==> config.mk <==
export PLATFORM = sky130hd
export DESIGN_NAME = sd_card_spi_read_controller_unit
export DESIGN_NICKNAME = d
export VERILOG_FILES = /design/src/rtl/sdspi_pkg.sv /design/src/rtl/sd_card_spi_read_controller_unit.sv
export SDC_FILE = /design/constraint.sdc
export NUM_CORES = 1
export LEC_CHECK = 0
export BUFFER_PORTS_ARGS = -buffer_cell sky130_fd_sc_hd__buf_2
export CELL_PAD_IN_SITES_DETAIL_PLACEMENT = 1
export CELL_PAD_IN_SITES_GLOBAL_PLACEMENT = 1
export CORE_ASPECT_RATIO = 1.4
export CORE_UTILIZATION = 30
export DETAILED_ROUTE_END_ITERATION = 8
export PLACE_DENSITY = 0.58
export SETUP_SLACK_MARGIN = 0.05
export SLEW_MARGIN = 30
export SYNTH_ARGS = -nofsm -noshare
export SYNTH_HDL_FRONTEND = slang
export SYNTH_SLANG_ARGS = --single-unit
==> constraint.sdc <==
create_clock -name clk -period 6.2 [get_ports clk]
set_input_delay 0.62 -clock clk [delete_from_list [all_inputs] [get_ports clk]]
set_output_delay 0.62 -clock clk [all_outputs]
set_load 0.02 [all_outputs]
==> src/rtl/sdspi_pkg.sv <==
// ----------------------------------------------------------------------------
// sdspi_pkg
// Types, codes and constants for the SPI-mode SD card read controller.
// ----------------------------------------------------------------------------
package sdspi_pkg;

  localparam int unsigned SECTOR_BYTES = 512;
  localparam int unsigned SECTOR_SHIFT = 9;
  localparam int unsigned DUMMY_BYTES  = 10;

  // configuration register indexes
  localparam logic [2:0] CFG_POWER_OFF_TICKS     = 3'd0;
  localparam logic [2:0] CFG_RETRY_DELAY_TICKS   = 3'd1;
  localparam logic [2:0] CFG_RESPONSE_POLL_LIMIT = 3'd2;
  localparam logic [2:0] CFG_TOKEN_POLL_LIMIT    = 3'd3;
  localparam logic [2:0] CFG_IDLE_RETRY_LIMIT    = 3'd4;
  localparam logic [2:0] CFG_COND_RETRY_LIMIT    = 3'd5;
  localparam logic [2:0] CFG_OP_COND_RETRY_LIMIT = 3'd6;

  localparam logic [16:0] RST_POWER_OFF_TICKS     = 17'd100000;
  localparam logic [13:0] RST_RETRY_DELAY_TICKS   = 14'd10000;
  localparam logic [7:0]  RST_RESPONSE_POLL_LIMIT = 8'd100;
  localparam logic [13:0] RST_TOKEN_POLL_LIMIT    = 14'd10000;
  localparam logic [7:0]  RST_IDLE_RETRY_LIMIT    = 8'd100;
  localparam logic [7:0]  RST_COND_RETRY_LIMIT    = 8'd100;
  localparam logic [9:0]  RST_OP_COND_RETRY_LIMIT = 10'd1000;

  // commands and fixed bytes
  localparam logic [5:0]  CMD_GO_IDLE     = 6'd0;
  localparam logic [5:0]  CMD_SEND_COND   = 6'd8;
  localparam logic [5:0]  CMD_READ_SINGLE = 6'd17;
  localparam logic [5:0]  CMD_OP_COND     = 6'd41;
  localparam logic [5:0]  CMD_APP         = 6'd55;
  localparam logic [31:0] ARG_SEND_COND   = 32'h0000_01aa;
  localparam logic [31:0] ARG_HCS         = 32'h4000_0000;
  localparam logic [31:0] ARG_TEST_SECTOR = 32'd1;
  localparam logic [7:0]  BYTE_FILL       = 8'hff;
  localparam logic [7:0]  BYTE_TOKEN      = 8'hfe;
  localparam logic [7:0]  BYTE_R1_EXTRA   = 8'h1f;
  localparam logic [7:0]  BYTE_R1_IDLE    = 8'h01;
  localparam logic [7:0]  BYTE_R1_READY   = 8'h00;

  typedef enum logic [1:0] {
    OP_INIT = 2'd0,
    OP_READ = 2'd1,
    OP_BYTE = 2'd2,
    OP_TICK = 2'd3
  } op_t;

  typedef enum logic [2:0] {
    ST_OK        = 3'd0,
    ST_IDLE_FAIL = 3'd1,
    ST_COND_FAIL = 3'd2,
    ST_OPC_FAIL  = 3'd3,
    ST_BAD_RESP  = 3'd4,
    ST_TOKEN_TO  = 3'd5
  } status_t;

  typedef enum logic [3:0] {
    PH_IDLE  = 4'd0,
    PH_PWR   = 4'd1,
    PH_DUMMY = 4'd2,
    PH_FRAME = 4'd3,
    PH_RESP  = 4'd4,
    PH_EXTRA = 4'd5,
    PH_DELAY = 4'd6,
    PH_TOKEN = 4'd7,
    PH_DATA  = 4'd8,
    PH_CRC   = 4'd9
  } phase_t;

  typedef struct packed {
    logic [1:0]  operation;
    logic [31:0] sector_number;
    logic [7:0]  rx_byte;
  } req_t;

  typedef struct packed {
    logic       power_enable;
    logic       card_select;
    logic       tx_valid;
    logic [7:0] tx_byte;
    logic       data_valid;
    logic [7:0] data_byte;
    logic       data_last;
    logic       done_res;
    logic [2:0] status;
  } rsp_t;

  // crc7 (x^7+x^3+1) of a 40-bit message holding a single one at bit pos;
  // the crc is linear, so the crc of a message is the xor of these weights
  function automatic logic [6:0] crc7_weight(input int pos);
    logic [6:0] crc;
    logic       fb;
    crc = '0;
    for (int i = 39; i >= 0; i--) begin
      fb  = ((i == pos) ? 1'b1 : 1'b0) ^ crc[6];
      crc = {crc[5:0], 1'b0};
      if (fb) begin
        crc = crc ^ 7'h09;
      end
    end
    return crc;
  endfunction

endpackage

==> src/rtl/sd_card_spi_read_controller_unit.sv <==
// A word is held in the input register until it fires; its result word, if it
// has one, is registered into the result register when the word fires.
// Throughput: one word per cycle, limited only by result back-pressure.
// Reset: rst (synchronous) empties both registers, returns to idle, standard
// capacity, and loads the configuration registers with their defaults.
// ----------------------------------------------------------------------------
// sd_card_spi_read_controller_unit
// SPI-mode SD card master, read path: init sequence and single-block reads.
// ----------------------------------------------------------------------------
module sd_card_spi_read_controller_unit (
  input  logic              clk,
  input  logic              rst,
  input  logic              req_valid,
  output logic              req_ready,
  input  sdspi_pkg::req_t   req,
  output logic              rsp_valid,
  input  logic              rsp_ready,
  output sdspi_pkg::rsp_t   rsp,
  input  logic              cfg_valid,
  output logic              cfg_ready,
  input  logic [2:0]        cfg_index,
  input  logic [16:0]       cfg_data
);
  import sdspi_pkg::*;

  localparam logic [9:0] DUMMY_COUNT = 10'(DUMMY_BYTES);
  localparam logic [9:0] SECTOR_CNT  = 10'(SECTOR_BYTES);
  localparam logic [9:0] SECTOR_LAST = 10'(SECTOR_BYTES - 1);
  localparam logic [9:0] CRC_BYTES   = 10'd2;

  // configuration
  logic [16:0] power_off_ticks;
  logic [13:0] retry_delay_ticks;
  logic [7:0]  response_poll_limit;
  logic [13:0] token_poll_limit;
  logic [7:0]  idle_retry_limit;
  logic [7:0]  cond_retry_limit;
  logic [9:0]  op_cond_retry_limit;

  // input and result registers
  logic req_full;
  req_t req_q;
  rsp_t rsp_q;
  logic rsp_full;

  // controller state
  phase_t      phase, phase_next;
  logic        high_capacity, high_capacity_next;
  logic [47:0] frame_shift, frame_shift_next;
  logic [2:0]  frame_count, frame_count_next;
  logic [13:0] poll_count, poll_count_next;
  logic [9:0]  attempt_count, attempt_count_next;
  logic [9:0]  byte_index, byte_index_next;
  logic [16:0] wait_count, wait_count_next;
  logic        after_init_read, after_init_read_next;

  // actions decoded for the word in the input register
  logic        emit;
  logic        snd;
  logic [7:0]  snd_byte;
  logic        fin;
  status_t     fin_status;
  logic        dat_v;
  logic        dat_last;
  logic        cmd_go;
  logic [5:0]  cmd_sel;
  logic [31:0] cmd_arg;
  logic        do_resp;

  logic        out_free;
  logic        fire;
  rsp_t        res;

  // effective limits, zero acts as one
  logic [16:0] pwr_lim;
  logic [13:0] dly_lim;
  logic [7:0]  rsp_lim;
  logic [13:0] tok_lim;
  logic [7:0]  idl_lim;
  logic [7:0]  cnd_lim;
  logic [9:0]  opc_lim;

  logic [2:0]  fc_inc;
  logic [13:0] poll_inc;
  logic [9:0]  att_inc;
  logic [9:0]  bi_inc;
  logic [16:0] wc_inc;
  logic [5:0]  cur_cmd;
  logic [7:0]  rx;
  logic [31:0] read_addr;

  // command frame with crc
  logic [39:0] cmd_head;
  logic [6:0]  crc_terms [40];
  logic [6:0]  cmd_crc;
  logic [47:0] cmd_frame;

  assign pwr_lim = (power_off_ticks == '0) ? 17'd1 : power_off_ticks;
  assign dly_lim = (retry_delay_ticks == '0) ? 14'd1 : retry_delay_ticks;
  assign rsp_lim = (response_poll_limit == '0) ? 8'd1 : response_poll_limit;
  assign tok_lim = (token_poll_limit == '0) ? 14'd1 : token_poll_limit;
  assign idl_lim = (idle_retry_limit == '0) ? 8'd1 : idle_retry_limit;
  assign cnd_lim = (cond_retry_limit == '0) ? 8'd1 : cond_retry_limit;
  assign opc_lim = (op_cond_retry_limit == '0) ? 10'd1 : op_cond_retry_limit;

  assign fc_inc   = frame_count + 3'd1;
  assign poll_inc = poll_count + 14'd1;
  assign att_inc  = attempt_count + 10'd1;
  assign bi_inc   = byte_index + 10'd1;
  assign wc_inc   = wait_count + 17'd1;
  assign cur_cmd  = frame_shift[45:40];
  assign rx       = req_q.rx_byte;
  assign read_addr = high_capacity ? req_q.sector_number
                                   : 32'(req_q.sector_number << SECTOR_SHIFT);

  assign cmd_head = {2'b01, cmd_sel, cmd_arg};

  for (genvar g = 0; g < 40; g++) begin : g_crc
    localparam logic [6:0] WEIGHT = crc7_weight(g);
    assign crc_terms[g] = cmd_head[g] ? WEIGHT : 7'd0;
  end

  always_comb begin
    cmd_crc = '0;
    for (int i = 0; i < 40; i++) begin
      cmd_crc = cmd_crc ^ crc_terms[i];
    end
  end

  assign cmd_frame        = {cmd_head, cmd_crc, 1'b1};
  assign frame_shift_next = cmd_go ? cmd_frame : frame_shift;

  // next state
  always_comb begin
    phase_next           = phase;
    high_capacity_next   = high_capacity;
    frame_count_next     = frame_count;
    poll_count_next      = poll_count;
    attempt_count_next   = attempt_count;
    byte_index_next      = byte_index;
    wait_count_next      = wait_count;
    after_init_read_next = after_init_read;
    emit       = 1'b0;
    snd        = 1'b0;
    snd_byte   = BYTE_FILL;
    fin        = 1'b0;
    fin_status = ST_OK;
    dat_v      = 1'b0;
    dat_last   = 1'b0;
    cmd_go     = 1'b0;
    cmd_sel    = CMD_GO_IDLE;
    cmd_arg    = '0;
    do_resp    = 1'b0;

    case (op_t'(req_q.operation))
      OP_INIT: begin
        if (phase == PH_IDLE) begin
          after_init_read_next = 1'b0;
          phase_next           = PH_PWR;
          wait_count_next      = '0;
          emit                 = 1'b1;
        end
      end
      OP_READ: begin
        if (phase == PH_IDLE) begin
          after_init_read_next = 1'b0;
          cmd_go  = 1'b1;
          cmd_sel = CMD_READ_SINGLE;
          cmd_arg = read_addr;
        end
      end
      OP_BYTE: begin
        case (phase)
          PH_DUMMY: begin
            byte_index_next = bi_inc;
            if (bi_inc < DUMMY_COUNT) begin
              snd = 1'b1;
            end else begin
              attempt_count_next = 10'd1;
              cmd_go  = 1'b1;
              cmd_sel = CMD_GO_IDLE;
            end
          end
          PH_FRAME: begin
            frame_count_next = fc_inc;
            snd = 1'b1;
            case (fc_inc)
              3'd1:    snd_byte = frame_shift[47:40];
              3'd2:    snd_byte = frame_shift[39:32];
              3'd3:    snd_byte = frame_shift[31:24];
              3'd4:    snd_byte = frame_shift[23:16];
              3'd5:    snd_byte = frame_shift[15:8];
              3'd6:    snd_byte = frame_shift[7:0];
              default: begin
                phase_next      = PH_RESP;
                poll_count_next = '0;
              end
            endcase
          end
          PH_RESP: begin
            poll_count_next = poll_inc;
            if (rx[7] && (poll_inc < {6'd0, rsp_lim})) begin
              snd = 1'b1;
            end else if (rx == BYTE_R1_EXTRA) begin
              phase_next = PH_EXTRA;
              snd        = 1'b1;
            end else begin
              do_resp = 1'b1;
            end
          end
          PH_EXTRA: begin
            do_resp = 1'b1;
          end
          PH_TOKEN: begin
            poll_count_next = poll_inc;
            if (rx == BYTE_TOKEN) begin
              phase_next      = PH_DATA;
              byte_index_next = '0;
              snd             = 1'b1;
            end else if (poll_inc < tok_lim) begin
              snd = 1'b1;
            end else begin
              fin        = 1'b1;
              fin_status = ST_TOKEN_TO;
            end
          end
          PH_DATA: begin
            dat_v    = !after_init_read;
            dat_last = (byte_index == SECTOR_LAST);
            byte_index_next = bi_inc;
            if (bi_inc >= SECTOR_CNT) begin
              phase_next      = PH_CRC;
              byte_index_next = '0;
            end
            snd = 1'b1;
          end
          PH_CRC: begin
            byte_index_next = bi_inc;
            if (bi_inc < CRC_BYTES) begin
              snd = 1'b1;
            end else begin
              fin        = 1'b1;
              fin_status = ST_OK;
            end
          end
          default: ;
        endcase
      end
      OP_TICK: begin
        if (phase == PH_PWR) begin
          wait_count_next = wc_inc;
          if (wc_inc >= pwr_lim) begin
            phase_next      = PH_DUMMY;
            byte_index_next = '0;
            snd             = 1'b1;
          end
        end else if (phase == PH_DELAY) begin
          wait_count_next = wc_inc;
          if (wc_inc >= {3'd0, dly_lim}) begin
            attempt_count_next = att_inc;
            cmd_go = 1'b1;
            if (cur_cmd == CMD_SEND_COND) begin
              cmd_sel = CMD_SEND_COND;
              cmd_arg = ARG_SEND_COND;
            end else begin
              cmd_sel = CMD_APP;
            end
          end
        end
      end
      default: ;
    endcase

    // command response handling
    if (do_resp) begin
      case (cur_cmd)
        CMD_GO_IDLE: begin
          if (rx == BYTE_R1_IDLE) begin
            attempt_count_next = 10'd1;
            cmd_go  = 1'b1;
            cmd_sel = CMD_SEND_COND;
            cmd_arg = ARG_SEND_COND;
          end else if (attempt_count < {2'd0, idl_lim}) begin
            attempt_count_next = att_inc;
            cmd_go  = 1'b1;
            cmd_sel = CMD_GO_IDLE;
          end else begin
            fin        = 1'b1;
            fin_status = ST_IDLE_FAIL;
          end
        end
        CMD_SEND_COND: begin
          if (rx == BYTE_R1_IDLE) begin
            attempt_count_next = 10'd1;
            cmd_go  = 1'b1;
            cmd_sel = CMD_APP;
          end else if (attempt_count < {2'd0, cnd_lim}) begin
            phase_next      = PH_DELAY;
            wait_count_next = '0;
            emit            = 1'b1;
          end else begin
            fin        = 1'b1;
            fin_status = ST_COND_FAIL;
          end
        end
        CMD_APP: begin
          cmd_go  = 1'b1;
          cmd_sel = CMD_OP_COND;
          cmd_arg = ARG_HCS;
        end
        CMD_OP_COND: begin
          if (rx == BYTE_R1_READY) begin
            high_capacity_next   = 1'b1;
            after_init_read_next = 1'b1;
            cmd_go  = 1'b1;
            cmd_sel = CMD_READ_SINGLE;
            cmd_arg = ARG_TEST_SECTOR;
          end else if (attempt_count < opc_lim) begin
            phase_next      = PH_DELAY;
            wait_count_next = '0;
            emit            = 1'b1;
          end else begin
            fin        = 1'b1;
            fin_status = ST_OPC_FAIL;
          end
        end
        default: begin
          if (rx == BYTE_R1_READY) begin
            phase_next      = PH_TOKEN;
            poll_count_next = '0;
            snd             = 1'b1;
          end else begin
            fin        = 1'b1;
            fin_status = ST_BAD_RESP;
          end
        end
      endcase
    end

    if (cmd_go) begin
      phase_next       = PH_FRAME;
      frame_count_next = '0;
      snd              = 1'b1;
      snd_byte         = BYTE_FILL;
    end
    if (fin) begin
      phase_next           = PH_IDLE;
      after_init_read_next = 1'b0;
    end
    emit = emit | snd | fin;
  end

  // result word
  always_comb begin
    res.power_enable = (phase_next != PH_PWR);
    case (phase_next)
      PH_FRAME, PH_RESP, PH_EXTRA, PH_TOKEN, PH_DATA, PH_CRC: res.card_select = 1'b1;
      default:                                              res.card_select = 1'b0;
    endcase
    res.tx_valid   = snd;
    res.tx_byte    = snd ? snd_byte : 8'd0;
    res.data_valid = dat_v;
    res.data_byte  = dat_v ? rx : 8'd0;
    res.data_last  = dat_v & dat_last;
    res.done_res   = fin;
    res.status     = fin ? fin_status : ST_OK;
  end

  // handshake
  assign out_free  = !rsp_full || rsp_ready;
  assign fire      = req_full && (!emit || out_free);
  assign req_ready = !req_full || fire;
  assign rsp_valid = rsp_full;
  assign rsp       = rsp_q;
  assign cfg_ready = 1'b1;

  always_ff @(posedge clk) begin
    if (rst) begin
      req_full <= 1'b0;
    end else if (req_valid && req_ready) begin
      req_full <= 1'b1;
    end else if (fire) begin
      req_full <= 1'b0;
    end
    if (req_valid && req_ready) begin
      req_q <= req;
    end
  end

  always_ff @(posedge clk) begin
    if (rst) begin
      rsp_full <= 1'b0;
    end else if (fire && emit) begin
      rsp_full <= 1'b1;
    end else if (rsp_ready) begin
      rsp_full <= 1'b0;
    end
    if (fire && emit) begin
      rsp_q <= res;
    end
  end

  always_ff @(posedge clk) begin
    if (rst) begin
      phase           <= PH_IDLE;
      high_capacity   <= 1'b0;
      frame_shift     <= '0;
      frame_count     <= '0;
      poll_count      <= '0;
      attempt_count   <= '0;
      byte_index      <= '0;
      wait_count      <= '0;
      after_init_read <= 1'b0;
    end else if (fire) begin
      phase           <= phase_next;
      high_capacity   <= high_capacity_next;
      frame_shift     <= frame_shift_next;
      frame_count     <= frame_count_next;
      poll_count      <= poll_count_next;
      attempt_count   <= attempt_count_next;
      byte_index      <= byte_index_next;
      wait_count      <= wait_count_next;
      after_init_read <= after_init_read_next;
    end
  end

  always_ff @(posedge clk) begin
    if (rst) begin
      power_off_ticks     <= RST_POWER_OFF_TICKS;
      retry_delay_ticks   <= RST_RETRY_DELAY_TICKS;
      response_poll_limit <= RST_RESPONSE_POLL_LIMIT;
      token_poll_limit    <= RST_TOKEN_POLL_LIMIT;
      idle_retry_limit    <= RST_IDLE_RETRY_LIMIT;
      cond_retry_limit    <= RST_COND_RETRY_LIMIT;
      op_cond_retry_limit <= RST_OP_COND_RETRY_LIMIT;
    end else if (cfg_valid && cfg_ready) begin
      case (cfg_index)
        CFG_POWER_OFF_TICKS:     power_off_ticks     <= cfg_data;
        CFG_RETRY_DELAY_TICKS:   retry_delay_ticks   <= cfg_data[13:0];
        CFG_RESPONSE_POLL_LIMIT: response_poll_limit <= cfg_data[7:0];
        CFG_TOKEN_POLL_LIMIT:    token_poll_limit    <= cfg_data[13:0];
        CFG_IDLE_RETRY_LIMIT:    idle_retry_limit    <= cfg_data[7:0];
        CFG_COND_RETRY_LIMIT:    cond_retry_limit    <= cfg_data[7:0];
        CFG_OP_COND_RETRY_LIMIT: op_cond_retry_limit <= cfg_data[9:0];
        default: ;
      endcase
    end
  end

endmodule

* After elaboration in Yosys (flattened, before gate mapping)
Cells that the tools add are included.
** Operators by class
- Add/subtract/negate cells :: 5
- Order comparisons :: 10
- Eq/ne operators :: 42
- Muxes and demuxes :: 207
- Bitwise operators :: 41
- Reductions and logical operators :: 47
** Operators by type and width (count)
- 2-to-1 mux 32 bit :: 5
- 2-to-1 mux 17 bit :: 9
- 2-to-1 mux 10 bit :: 14
- 2-to-1 mux 6 bit :: 20
- 2-to-1 mux 7 bit :: 17
- bitwise XOR 7 bit :: 16
- 2-to-1 mux 14 bit :: 7
- case mux 32 bit (3 select lines) :: 1
- 2-to-1 mux 4 bit :: 19
- bitwise XOR 7 x 6 -> 7 bit :: 10
- case mux 17 bit (2 select lines) :: 2
- case mux 32 bit (2 select lines) :: 1
- case mux 10 bit (2 select lines) :: 3
- 2-to-1 mux 1 bit :: 59
- 2-to-1 mux 3 bit :: 16
- 2-to-1 mux 8 bit :: 6
- case mux 8 bit (6 select lines) :: 1
- 2-to-1 mux 9 bit :: 4
- logical NOT 8 bit :: 4
- 2-to-1 mux 5 bit :: 6
- case mux 10 bit (3 select lines) :: 1
- == test 4 x 3 -> 1 bit, second input constant :: 7
- logical NOT 14 bit :: 2
- case mux 14 bit (2 select lines) :: 1
- other kinds (68) :: 121
** Storage, ports and cells
- Register bits :: 255
- Input bits :: 67
- Output and inout port bits :: 28
- Word-level logic and storage cells :: 382

* Depth between registers and ports, before layout
- Word-level depth :: 49
- Gate-level depth with buffers :: 18
- Mapped depth without buffers :: 18

* Least setup slack after synthesis
No wires, ideal clock.
- Path kind :: register -> register
- Start point :: register wait_count[0]
- End point :: register req_q[10] in the netlist's numbering (enable)
- Arrival time :: 5080 ps
- Slack :: 717 ps
- Stages on the path, launching flop included :: 16
- Path buffers :: 0
- Period minus slack after synthesis :: 5483 ps
- Cells stage by stage :: dfxtp_1 > and3_1 > nand3_1 > or2_2 > nor3_1 > xnor2_1 > ha_1 > or4_1 > o31a_1 > o21ai_2 > a311o_1 > nand2_1 > nor2_1 > inv_1 > o211ai_1 > and2_1
** RTL lines
- start: declaration :: line sd_card_spi_read_controller_unit.sv:54 : logic [16:0] wait_count, wait_count_next;
- start signal: assignment :: line sd_card_spi_read_controller_unit.sv:422 : wait_count <= wait_count_next;
- end signal: assignment :: line sd_card_spi_read_controller_unit.sv:386 : req_q <= req;
- end: declaration :: line sd_card_spi_read_controller_unit.sv:42 : req_t req_q;

==> summary.txt <==
Place
  • IO Port Bufs: 93
  • Dpl ws: 0.6332 ns
  • Placed instance count: 2470
  • RD Place Congestion: approximately 0.85
  • Detailed Place HPWL: 42460 um

Synthesis
  • Post-synth EDFFs: 67
  • Main flop type after synthesis: dfxtp_1
  • Synth cell types: 87
  • Seq/Total Area, Yosys: 37.93%
  • Ys Warns: 0
  • #FFs+latches synth: 253
  • Syn_nets: a little under 2000
  • Synth Instances: 1801
  • Synth async-reset ratio: 0%
  • Post-synthesis instance area: 15120 um^2
  • Mapped Avg Cell Area: 8.397 um^2

CTS
  • Clock transition at path regs: 0.06 ns
  • Bufs on Longest Clock Path: 3
  • CTS tree: yes
  • Sink Count: 253
  • Cts hold-fix bufs: 0
  • TritonCTS Buffers: 28
  • Clock Root Buffer: clkbuf_16
  • CTS HTree Levels: 1
  • Clock latency at the later pin of the worst-skew pair: 0.58 ns

Finish
  • Final cell count without fillers: approximately 2500
  • Final #Nets: around 2000
  • Ant diodes: 0
  • Utilization after layout: 34.59%
  • Commonest cells after routing, fill and taps aside: nand2_1, dfxtp_1, a21oi_1
  • Share of cells above drive strength 1: 11.59%
  • Commonest non-fill, non-tap cell in the layout: nand2_1
  • Area grow syn2layout: 14.08%

STA
  • Final worst path period share: between 90 and 100%
  • Slew @ Worst Pin: between 0.8 and 0.9 ns
  • Final hold vios: 0
  • Setup TNS: 0 ns
  • Pins Over Slew Limit: 0
  • Setup ws final: ~0.4 ns
  • RSZ-0062 raised after global routing: no
  • Tmin final: 5.791 ns
  • Clock skew: about 0.014 ns
  • Slew headroom: 41.06%
  • # setup viols final: 0
  • Fmax: ~170 MHz

Critical path
  • Arr. time, crit path: a little over 5 ns
  • R2R Path End: req_q[25]
  • Crit path launch type: flop
  • Reg-to-Reg Start: wait_count[0]
  • Critical-path maximum fanout: 9
  • Critical path launch point: wait_count[0]
  • Crit end category: output port
  • Reg2Reg Depth: 20
  • Crit path capture: req_ready
  • Req. time, crit path: 5.58 ns
  • WS Path Type: flop to output port
  • Flop-to-flop setup slack: 0.72 ns

Floorplanning
  • Row count: 97
  • IO Pins: 95
  • Die Y: about 270 um
  • Chip Width: 191.8 um
  • Core ar.: 49880 um^2
  • DIE AREA: 51330 um^2
  • Initial Utilization: 30.32%

Route
  • Initial drt markers: ~600
  • Pre-Repair DR Iteration Count: 5
  • Routed vias/inst: 5.465
  • WL final: 55460 um
  • DRC: 0
  • Vias after detailed routing: 13790
  • Wire per inst: 21.97 um
  • Post-DRT Antenna Nets: 0

Power and ir drop
  • Pleak: 6.471 nW
  • Pwr Total: 3.926 mW
  • Worst VDD drop: 0.1953 mV
  • PwrDens: approximately 230 nW/um^2

GRT
  • Initial antenna violation count: 0
  • GR Overflow Total: 0
  • First-pass GRT wire length: between 80000 and 90000 um
  • Vias in the first global route: 14330
  • Total track usage: between 20% and 30%
  • Largest net degree at the start of global routing: between 50 and 60

Min path
  • Worst Hold Class: input pin to flop
  • HP Start: req[34]

Flow run
  • Max_cap viols: 0

Status
  • Status: finished, final reports clean
[cell families after synthesis]
family	count (synthesis)	synth area share (%)
mux	32	2.135
other cells	1	0.02480
xor+xnor	92	5.328
fa+ha+maj	87	7.198
simple gates	657	20.98
buf+inv	205	5.287
flops	253	37.93
compound gates	474	21.12
[where the power goes]
group	switching (mW)	internal [mW]
Clock	0.757	1.02
Sequential	0.0327	1.74
Combinational	0.252	0.127
[how the worst min path moves through the flow]
stage	endpoint	cells after the start
after CTS	req_q[34]	1
final	req_q[34]	1
after global placement	frame_shift[12]	2
after detailed placement	frame_shift[39]	2
after floorplan	token_poll_limit[0]	2
after global routing	req_q[36]	1
[stage by stage]
step	area (um^2)	hold slack [ns]
floorplan	15120	0.4311
CTS	17220	0.1860
detailed placement	16260	0.4500
finish	17250	0.2186
global route	17250	0.1943
global placement	16240	0.4412
[timing repair]
item                       4_1_cts  5_1_grt
gates resized for setup          0        1
setup endpoints to repair        0        1
setup buffers                    0        2
[Yosys cell counts, types with 14 or more instances]
master    instances  area (um^2)
nand2_1         231        867.1
dfxtp_1         186         3724
a21oi_1         155        775.7
nor2_1          134        503.0
inv_1           105        394.1
ha_1             87         1089
clkbuf_1         76        285.3
edfxtp_1         67         2012
xnor2_1          63        551.8
nand3_1          57        285.3
o21ai_0          55        275.3
nor3_1           51        255.2
o211ai_1         44        330.3
a211oi_1         31        232.7
mux2i_1          30        300.3
nor4_1           29        181.4
xor2_1           29        254.0
nand4_1          25        156.4
and3_1           21        131.4
and2_1           17        106.4
a21o_1           16        120.1
a32o_1           16        160.2
a221oi_1         15        131.4
a31oi_1          15        93.84
nand2b_1         14        87.58
nor2b_1          14        87.58
[layer usage]
metal  GRT usage (%)  share of wire (%)  vias up
met2           41.38                 54      212
met4           10.53                4.9        0
li1                -                  -     6660
met3           2.634                2.7      105
met1           23.08                 39     6817
met5               0                  0        -
[worst max-delay path, cell delays in order (launching register included)]
cell      delay [ns]
dfxtp_1         0.50
ha_1            0.30
nand4_1         0.26
nor2_1          0.18
nand2_1         0.13
nor2_1          0.19
xor2_1          0.30
ha_1            0.30
nand4_1         0.12
a21oi_1         0.06
o31ai_1         0.32
o31ai_1         0.22
o21ai_2         0.30
a311o_1         0.34
nand2_2         0.19
nor2_1          0.13
buf_4           0.17
inv_1           0.08
o211ai_1        0.26
buf_2           0.23
[registers in the layout, summed over array words and instances (netlist names)]
| signal | count |
|---|---|
| frame_count | 3 |
| op_cond_retry_limit | 10 |
| poll_count | 14 |
| rsp_valid | 1 |
| after_init_read | 1 |
| retry_delay_ticks | 14 |
| rsp | 25 |
| token_poll_limit | 14 |
| frame_shift | 45 |
| response_poll_limit | 8 |
| attempt_count | 10 |
| wait_count | 17 |
| byte_index | 10 |
| high_capacity | 1 |
| rx | 8 |
| power_off_ticks | 17 |
| idle_retry_limit | 8 |
| cond_retry_limit | 8 |
| phase | 4 |
| req_q | 34 |
| req_full | 1 |
[area by class of cell]
type / instances / area, um^2
Clock buffer: 31 / 733.2
Clock inverter: 21 / 224.0
Fill cell: 5879 / 32630
Inverter: 108 / 407.9
Multi-Input combinational cell: 1343 / 8640
Sequential cell: 253 / 5736
Tap cell: 643 / 804.5
Timing Repair Buffer: 125 / 708.2
(Power assumes the default switching activity.)
